[src/rtl/core/cto_pkg.sv]
// ----------------------------------------------------------------------------
// cto_pkg
// Shared types and constants for the connection timeout table.
// ----------------------------------------------------------------------------
package cto_pkg;

  localparam int ACTION_W  = 2;
  localparam int ID_W      = 6;
  localparam int NOW_W     = 32;
  localparam int TIMEOUT_W = 16;

  localparam logic [TIMEOUT_W-1:0] TIMEOUT_RESET = 16'd60;

  localparam logic [ACTION_W-1:0] ACT_ADD     = 2'd0;
  localparam logic [ACTION_W-1:0] ACT_REFRESH = 2'd1;
  localparam logic [ACTION_W-1:0] ACT_REMOVE  = 2'd2;
  localparam logic [ACTION_W-1:0] ACT_CHECK   = 2'd3;

  // Per-cycle control broadcast to every cell of the row.
  typedef struct packed {
    logic            upd_add;      // add on upd_id
    logic            upd_refresh;  // refresh on upd_id if live
    logic            upd_remove;   // remove upd_id
    logic [ID_W-1:0] upd_id;
    logic            chk_load;     // latch expired flags, seed ring
    logic            chk_step;     // compare against ring entry, shift ring
    logic            emit_take;    // selected cell is reported and cleared
  } cto_ctrl_t;

endpackage

[src/rtl/core/cto_cell.sv]
// ----------------------------------------------------------------------------
// cto_cell
// One connection slot: live bit, expiry, and one stage of the rank ring.
// ----------------------------------------------------------------------------
module cto_cell #(
  parameter int CELL_ID   = 0,
  parameter int TIME_BITS = 32,
  parameter int IDW       = 6,
  parameter int CW        = 7
) (
  input  logic                clk,
  input  logic                rst_n,
  input  cto_pkg::cto_ctrl_t  ctrl,
  input  logic [TIME_BITS-1:0] now_t,
  input  logic [TIME_BITS-1:0] new_exp,
  input  logic [CW-1:0]        emit_rank,
  input  logic [TIME_BITS-1:0] ring_exp_in,
  input  logic                 ring_flag_in,
  input  logic [IDW-1:0]       ring_id_in,
  output logic [TIME_BITS-1:0] ring_exp_out,
  output logic                 ring_flag_out,
  output logic [IDW-1:0]       ring_id_out,
  output logic                 sel
);
  import cto_pkg::*;

  logic                 live_r, live_nxt;
  logic [TIME_BITS-1:0] exp_r, exp_nxt;
  logic                 hit_r, hit_nxt;
  logic [CW-1:0]        rank_r, rank_nxt;
  logic [TIME_BITS-1:0] c_exp_r;
  logic                 c_flag_r;
  logic [IDW-1:0]       c_id_r;
  logic                 id_match;
  logic                 ahead;

  assign id_match = (ctrl.upd_id == ID_W'(CELL_ID));
  // passing entry sorts before this one
  assign ahead = (c_exp_r < exp_r) || ((c_exp_r == exp_r) && (c_id_r < IDW'(CELL_ID)));
  assign sel   = hit_r && (rank_r == emit_rank);

  always_comb begin
    live_nxt = live_r;
    exp_nxt  = exp_r;
    hit_nxt  = hit_r;
    rank_nxt = rank_r;
    if (id_match && ctrl.upd_add) begin
      live_nxt = 1'b1;
      exp_nxt  = new_exp;
    end
    if (id_match && ctrl.upd_refresh && live_r) begin
      exp_nxt = new_exp;
    end
    if (id_match && ctrl.upd_remove) begin
      live_nxt = 1'b0;
    end
    if (ctrl.chk_load) begin
      hit_nxt  = live_r && (exp_r <= now_t);
      rank_nxt = '0;
    end
    if (ctrl.chk_step && c_flag_r && hit_r && ahead) begin
      rank_nxt = rank_r + CW'(1);
    end
    if (ctrl.emit_take && sel) begin
      live_nxt = 1'b0;
      hit_nxt  = 1'b0;
    end
  end

  always_ff @(posedge clk) begin
    if (!rst_n) begin
      live_r <= 1'b0;
      hit_r  <= 1'b0;
      rank_r <= '0;
    end else begin
      live_r <= live_nxt;
      hit_r  <= hit_nxt;
      rank_r <= rank_nxt;
    end
  end

  always_ff @(posedge clk) begin
    exp_r <= exp_nxt;
    if (ctrl.chk_load) begin
      c_exp_r  <= exp_r;
      c_flag_r <= live_r && (exp_r <= now_t);
      c_id_r   <= IDW'(CELL_ID);
    end else if (ctrl.chk_step) begin
      c_exp_r  <= ring_exp_in;
      c_flag_r <= ring_flag_in;
      c_id_r   <= ring_id_in;
    end
  end

  assign ring_exp_out  = c_exp_r;
  assign ring_flag_out = c_flag_r;
  assign ring_id_out   = c_id_r;

endmodule

[config.mk]
export PLATFORM = sky130hd
export DESIGN_NAME = cto_cell
export DESIGN_NICKNAME = d
export VERILOG_FILES = /design/src/rtl/core/cto_pkg.sv /design/src/rtl/core/cto_cell.sv
export SDC_FILE = /design/constraint.sdc
export NUM_CORES = 1
export LEC_CHECK = 0
export BUFFER_PORTS_ARGS = -buffer_cell sky130_fd_sc_hd__clkbuf_2
export CAP_MARGIN = 0
export CORE_ASPECT_RATIO = 0.9
export CORE_MARGIN = 2
export CORE_UTILIZATION = 45
export CTS_CLUSTER_SIZE = 12
export DETAILED_ROUTE_END_ITERATION = 16
export GPL_ROUTABILITY_DRIVEN = 0
export HOLD_SLACK_MARGIN = 0.15
export PLACE_DENSITY = 0.78
export SKIP_LAST_GASP = 1
export SLEW_MARGIN = 20
export SYNTH_ARGS = -nofsm -noshare
export SYNTH_HDL_FRONTEND = slang
export SYNTH_SLANG_ARGS = --single-unit
[constraint.sdc]
create_clock -name clk -period 4.84 [get_ports clk]
set_input_delay 0.242 -clock clk [delete_from_list [all_inputs] [get_ports clk]]
set_output_delay 0.242 -clock clk [all_outputs]
set_load 0.02 [all_outputs]
== After elaboration in Yosys (flattened, before gate mapping) ==
Cells that the tools add are included.

* Magnitude comparators: 3
* $add $sub $neg: 1
* Mux-type cells: 8
* Reductions and logical operators: 18
* Bitwise gates (word level): 1
* Eq/ne operators: 2

{| class="wikitable"
|+ Operators by type and width
! operator !! count
|-
| $mux 32 || 4
|-
| $eq 32x32->1 || 1
|-
| $le 32x32->1 || 1
|-
| $lt 32x32->1 || 1
|-
| $mux 7 || 2
|-
| $logic_and 1x1->1 || 11
|-
| $add 7x1->7 const B || 1
|-
| $eq 7x7->1 || 1
|-
| $logic_not 6->1 || 1
|-
| $lt 6x1->1 const B || 1
|-
| $reduce_bool 2->1 || 3
|-
| $reduce_or 3->1 || 1
|-
| $mux 1 || 2
|-
| $reduce_or 2->1 || 1
|-
| $logic_or 1x1->1 || 1
|-
| $not 1->1 || 1
|}

* Register bits after elaboration: 80
* Output and inout port bits: 40
* Word-level logic and storage cells: 40

== Depth between registers and ports, before layout ==
Gate-level depths: netlist of the first run.

* Depth in word-level cells: 5
* Gate-level depth with buffers: 9
* Depth with buffers taken out: 8

== Worst setup path after synthesis of the first run ==
No wires, ideal clock.

* Kind: input to register
* Start: input port ctrl[6] in the netlist's numbering
* End: register exp_r[0], enable pin
* Buffers on the path: 0
* Arrival time: 3.911 ns
* Cell stages on the path: 2
* Required time: 4.335 ns
* Setup slack: 0.425 ns
* Library setup time: 0.505 ns
* Cell sequence: or4_1 -> nor4_1

* Longest elaborated chain between the ends: 4
* Elaborated cells between the ends (all ways): 5
* Those cells by class: 5 x reduce/logical

{| class="wikitable"
|+ Ends and longest elaborated chain
! element !! RTL line !! RTL
|-
| from (decl) || cto_cell.sv:13 || <nowiki>input cto_pkg::cto_ctrl_t ctrl,</nowiki>
|-
| $logic_not 6->1 * || cto_cell.sv:37 || <nowiki>assign id_match = (ctrl.upd_id == ID_W'(CELL_ID));</nowiki>
|-
| $logic_and 1x1->1 (2 in a row) || cto_cell.sv:51 || <nowiki>if (id_match && ctrl.upd_refresh && live_r) begin</nowiki>
|-
| $reduce_bool 2->1 (no source line) * || -- ||
|-
| to (signal assigned) || cto_cell.sv:83 || <nowiki>exp_r <= exp_nxt;</nowiki>
|-
| to (decl) || cto_cell.sv:28 || <nowiki>logic [TIME_BITS-1:0] exp_r, exp_nxt;</nowiki>
|}

Every way passes the cells marked *; elsewhere a longest branch is shown, timed or not.
A chain may end at the register's enable or synchronous reset.

== Final worst setup path of the first run ==
* Start: register c_exp_r[7] (netlist: ring_exp_out[7])
* End: register rank_r[0]

* Longest elaborated chain between the ends: 5
* Elaborated cells between the ends (all ways): 7
* Those cells by class: 1 x order compare; 1 x eq/ne; 1 x mux; 4 x reduce/logical

{| class="wikitable"
|+ Ends and longest elaborated chain
! element !! RTL line !! RTL
|-
| from (decl) || cto_cell.sv:31 || <nowiki>logic [TIME_BITS-1:0] c_exp_r;</nowiki>
|-
| from (signal assigned) || cto_cell.sv:85 || <nowiki>c_exp_r <= exp_r;</nowiki>
|-
| from (signal assigned) || cto_cell.sv:89 || <nowiki>c_exp_r <= ring_exp_in;</nowiki>
|-
| parallel branches: the longest is 2 deep, another holds $lt 32x32->1 || -- ||
|-
| $logic_or 1x1->1 * || cto_cell.sv:39 || <nowiki>assign ahead = (c_exp_r < exp_r) || ((c_exp_r == exp_r) && (c_id_r < IDW'(CELL_ID)));</nowiki>
|-
| $logic_and 1x1->1 * || cto_cell.sv:61 || <nowiki>if (ctrl.chk_step && c_flag_r && hit_r && ahead) begin</nowiki>
|-
| $mux 7 or $reduce_bool 2->1 (tied branches) || -- ||
|-
| to (signal assigned) || cto_cell.sv:78 || <nowiki>rank_r <= rank_nxt;</nowiki>
|-
| to (decl) || cto_cell.sv:30 || <nowiki>logic [CW-1:0] rank_r, rank_nxt;</nowiki>
|}

Mark *: on every way between the ends.

==> qor.yml, run 1 <==
status: "finished, final reports clean"
overflow: 0
yosysTopAreaCell: "edfxtp_1"
report.power.total_mw: 1.71
antenna_found_initial: 0
setup.worst_path.end_class: "register"
track_usage_pct: 21.1
yosysUniqueCellTypes: 46
whs_ps: 160
ir_drop_mv: 0.219
synthesis.area_mm2: 0.00477
wl_um: 11900
die_w_um: 113
ys_seq_area_share_pct: 47.2
clk_pin_slew_ps: 60
die_h_um: 102
cp_max_fo: 11
finalSetupViolCount: 0
worst_ep_arrival_time_ps: 2830
tritoncts: "yes"
tns_ps: 0
ys.flop_type: "edfxtp_1"
via_count: 3926
cts_sinks: 80
synth.area.top_cells: "edfxtp_1, ha_1, mux2_2, dfxtp_1, inv_1"
hp-class: "in -> reg"
p_leak_nw: 3.10
synth_cells: 424
timing.final.crit_share_pct: 53.9
synth_fp_nets: 612
synthTopCellsByCount: "edfxtp_1, ha_1, inv_1, mux2_2, a21oi_1"
timing.final.max_slew_violations: 0
hold_start: "ring_id_in[0]"
num_rows: 35
die_area_mm2: 0.0114
slew_headroom_pct: 31.9
hpwl_um: 8950
pin_count: 164
fmax_ghz: 0.383
grt_pass1_vias: 4014
critPathLaunch: "ring_exp_out[7]"
worstSetupPathType: "reg -> reg"
powerDensity_mw_per_mm2: 268
grt_pass1_wl_um: 18800
syn_to_final_growth_pct: 33.6
diodes: 0
rsz0062_at_grt: "no"
fillers: 815
drive_above_1_share_pct: 34.9
ctsRootBufferMaster: "clkbuf_16"
core-area_mm2: 0.0103
min_period_ps: 2610
worstSkewPairLatency_ps: 330
yosysMostFrequentCell: "edfxtp_1"
async_reset_ff_share_pct: 0
avgSynthCellArea_um2: 11.2
fin_nets: 814
numPortBuffers: 163
yosysWarnings: 0
skew_ps: 4.49
start_kind: "register"
first_pass_iters: 4
clockBufferDepth: 2
wire_per_inst_um: 15.6
synth_edf_count: 65
r2r-start: "ring_exp_out[7]"
htree_levels: 3
vias_per_cell: 5.17
remaining_drc_errors: 0
initial_core_util_pct: 46.3
synth.top_cell.area_share_pct: 40.9
synth-seq-cells: 80
ant_nets: 0
cts_inserted_buffers: 9
drtIter0Drc: 92
tightest_slew_ps: 1010
place_area_mm2: 0.00573
grt_max_degree: 50
maxCapViolCount: 0
hold_viol_final: 0
stdcell_area_mm2: 0.00637
cp.required_ps: 5060
## path summary, 6_finish.rpt
kind	endpoint	slack, ps	cells past startpoint
worst max-delay path	rank_r[0]	2230	7
worst min-delay path	ring_id_out[0]	160	3
worst max register to register	rank_r[0]	2230	7
worst min register to register	ring_id_out[1]	510	2
## worst max-delay path, stage by stage, from the launching register on
cell      delay (ps)
edfxtp_1         410
ha_1             350
a21oi_1          140
o21a_1           160
o22ai_1           90
o41ai_2          910
nand2_1          250
mux2i_1          180
## area by class of cell
cell class,instances,area [um^2],area share (%)
multi-input cells,271,2250,35.3
inverters,64,240,3.77
well taps,129,161,2.53
clock inverters,7,62.6,0.982
flip-flops and latches,80,2250,35.4
clock buffers,9,225,3.54
repair buffers,200,1180,18.5
## cells in the final DEF (no fill, tap or decap), types with 9 or more instances in the layout
master and count:
clkbuf_2 163, edfxtp_1 65, inv_1 64, ha_1 64
dlygate4sd3_1 35, mux2_2 32, a21oi_1 28, nand2_1 21
nor2_1 15, dfxtp_1 15, nand4_1 13, o21ai_0 9
clkbuf_16 9
## per-stage QoR
step           setup WS (ps)  std cells  util [%]
2_1_floorplan            425        424         -
3_5_place_dp            2270        709      55.7
6_report                2230        760      61.9
3_3_place_gp            2430        709      55.7
4_1_cts                 2230        760      61.9
5_1_grt                 2010        760      61.9
## where the power goes
group	internal (mW)	switching, mW
sequential	0.774	0.0167
combinational	0.123	0.125
clock	0.395	0.272
## registers in the layout (all words and copies together), names as in the netlist
name,count
exp_r,32
ring_id_out,6
ring_flag_out,1
ring_exp_out,32
rank_r,7
hit_r,1
live_r,1
## cell families after synthesis
family,after synthesis,share of synthesized area (%)
xor+xnor,7,1.29
flops,80,47.2
simple gates,92,10.2
mux,40,9.24
buf+inv,73,5.96
fa+ha+maj,64,16.8
compound gates,68,9.34
## routing by layer
layer / part of all wire (%) / vias to the layer above / track usage, %
met5: 0 / - / 0
met4: 2.3 / 0 / 7.69
met3: 5.2 / 24 / 5.03
met2: 50 / 124 / 37.5
met1: 42 / 1840 / 25.3
li1: - / 1938 / -
## repair_timing
| action | 4_1_cts | 5_1_grt |
|---|---|---|
| endpoints found under the hold margin | 35 | 0 |
| gates resized for setup | 0 | 0 |
| buffers inserted | 0 | 0 |
| hold buffers | 35 | 0 |
No activity file was read; power rests on OpenSTA's default activity.
==> run 2, diff against run 1 <==
PLACE_DENSITY = 0.81   (was 0.78)
clock period = 2.3 ns   (was 4.84 ns; I/O delays follow)
==> run 2 against run 1 <==
Cell count up 6.1%; sequential power up 110%; sequential share of layout area down 2.9 points; clock skew up 3.7 ps; global-route usage up 3.0 points; worst setup slack worse by 2200 ps; clock-buffer cell count up 2.
==> qor.yml, run 2 (synthesis gave the netlist of run 1 again) <==
p_leak_nw: 3.34  # +7.8%
ir_drop_mv: 0.484  # +120%
track_usage_pct: 24.1  # +3.0 points
skew_ps: 8.18  # +3.69 ps
timing.final.max_slew_violations: 0  # unchanged
hp-class: "in -> reg"
cts_inserted_buffers: 9  # unchanged
reg2reg_depth: 8  # +1
ant_nets: 0  # unchanged
die_w_um: 113  # unchanged
worst-path-buf-inv: 1  # +1
tightest_slew_ps: 678  # -333 ps
slowest_delay_ps: 450  # -460 ps
numPortBuffers: 163  # unchanged
powerDensity_mw_per_mm2: 526  # +96%
holdPathStages: 3  # unchanged
critPathSlowestCell: "or3_4"
num_rows: 35  # unchanged
drtIter0Drc: 140  # +52%
first_pass_iters: 6  # +2
worst_ep_arrival_time_ps: 2510  # -320 ps
final_common_cell: "clkbuf_2"
vias_per_cell: 5.24  # +1.4%
status: "finished, final reports clean"
drive_above_1_share_pct: 34.3  # -0.55 points
htree_levels: 3  # unchanged
worstSetupPathType: "reg -> reg"
die_area_mm2: 0.0114  # unchanged
timing.final.crit_share_pct: 99.4  # +45 points
grt_pass1_wl_um: 21400  # +14%
cts_sinks: 80  # unchanged
place_area_mm2: 0.00579  # +0.98%
fillers: 728  # -11%
placed_cells: 712  # +0.42%
via_count: 4220  # +7.5%
grt_pass1_vias: 4490  # +12%
antenna_found_initial: 0  # unchanged
final_cell_mix: "clkbuf_2, dlygate4sd3_1, edfxtp_1"
overflow: 0  # unchanged
die_h_um: 102  # unchanged
clockBufferDepth: 2  # unchanged
report.power.total_mw: 3.65  # +110%
remaining_drc_errors: 0  # unchanged
crit_chain: "ha_4 > nand4_1 > or3_4 > a2111oi_4 > buf_4 > o41ai_4 > o211a_1 > o21a_1"
tritoncts: "yes"
start_kind: "register"
wire_per_inst_um: 16.9  # +8.1%
worstSkewPairLatency_ps: 340  # about the same
grt_max_degree: 33  # -34%
ctsRootBufferMaster: "clkbuf_16"
setup.worst_path.end_class: "register"
stdcell_area_mm2: 0.00694  # +8.9%
finalSetupViolCount: 0  # unchanged
fmax_ghz: 0.438  # +14%
slew_headroom_pct: 54.3  # +22 points
hpwl_um: 9340  # +4.3%
syn_to_final_growth_pct: 45.5
crit_family: "compound AO/OA/AOI/OAI gates"
cp.depth: 8  # +1
hold_viol_final: 0  # unchanged
rsz0062_at_grt: "yes"
cp_max_fo: 6  # -5
pin_count: 164  # unchanged
wl_um: 13600  # +15%
initial_core_util_pct: 46.3  # unchanged
fin_cells: 806  # +6.1%
fin_nets: 860  # +5.7%
maxCapViolCount: 0  # unchanged
cp.required_ps: 2530  # -2530 ps
clk_pin_slew_ps: 60  # about the same
min_period_ps: 2290  # -325 ps
core-area_mm2: 0.0103  # unchanged
==> run 2: cell count changes in the layout (fill, tap and decap cells not counted), moves of 2 or more <==
cell	delta
buf_12	+2
buf_4	+3
clkbuf_1	+2
clkinv_2	-4
dlygate4sd3_1	+40
ha_1	-2
ha_4	+2
nor3_1	-2
nor3_2	+2
o41ai_4	+2
==> run 2: cell type report <==
cell class	instances	area [um^2]	share of cell area [%]
flip-flops and latches	80	2250	32.5
clock inverters	4	46.3	0.667
diodes	1	2.50	0.0361
inverters	64	240	3.46
clock buffers	11	233	3.35
well taps	129	161	2.33
multi-input cells	272	2360	34.0
repair buffers	245	1640	23.7
==> run 2: timing repair <==
item | in CTS | in global routing
hold buffers | 75 | 0
endpoints found under the hold margin | 76 | 0
resized for setup | 5 | 8
setup buffers | 2 | 1
setup endpoints to repair | 7 | 7
cloned | 1 | 0
pin swaps | 5 | 13
==> run 2: metal layers <==
| metal | wire [um] | GRT usage [%] | vias to the layer above |
|---|---|---|---|
| met5 | 0 | 0 | - |
| met4 | 242 | 9.10 | 0 |
| met3 | 689 | 6.10 | 25 |
| met2 | 7130 | 44.6 | 144 |
| met1 | 5560 | 27.1 | 2012 |
| li1 | - | - | 2039 |
==> run 2: path summary, 6_finish.rpt <==
kind / start / to / slack (ps)
setup / recovery: ring_exp_out[15] / rank_r[6] / 10
hold / removal: ctrl[1] / ring_id_out[4] / 230
setup reg to reg: ring_exp_out[15] / rank_r[6] / 10
hold reg to reg: ring_id_out[1] / ring_id_out[1] / 500
==> run 2: where the power goes <==
part / internal, mW / total [mW] / switching [mW]
registers: 1.63 / 1.66 / 0.0363
logic: 0.312 / 0.610 / 0.297
clock network: 0.829 / 1.38 / 0.547
==> run 2: worst register-to-register path: stages, from the launching register on <==
cell and delay (ps):
edfxtp_1 420, ha_4 300, nand4_1 150, or3_4 450, a2111oi_4 200, buf_4 180, o41ai_4 120, o211a_1 180
o21a_1 170
==> run 2: per-stage QoR <==
stage	utilization [%]	TNS (ps)	hold WS, ps	worst slack, ps
3_5_place_dp	56.2	-1380	294	-253
4_1_cts	66.8	0	221	6.95
3_3_place_gp	56.2	-496	292	-110
2_1_floorplan	-	0	210	50.0
5_1_grt	67.4	-611	235	-110
6_report	67.4	0	230	14.6
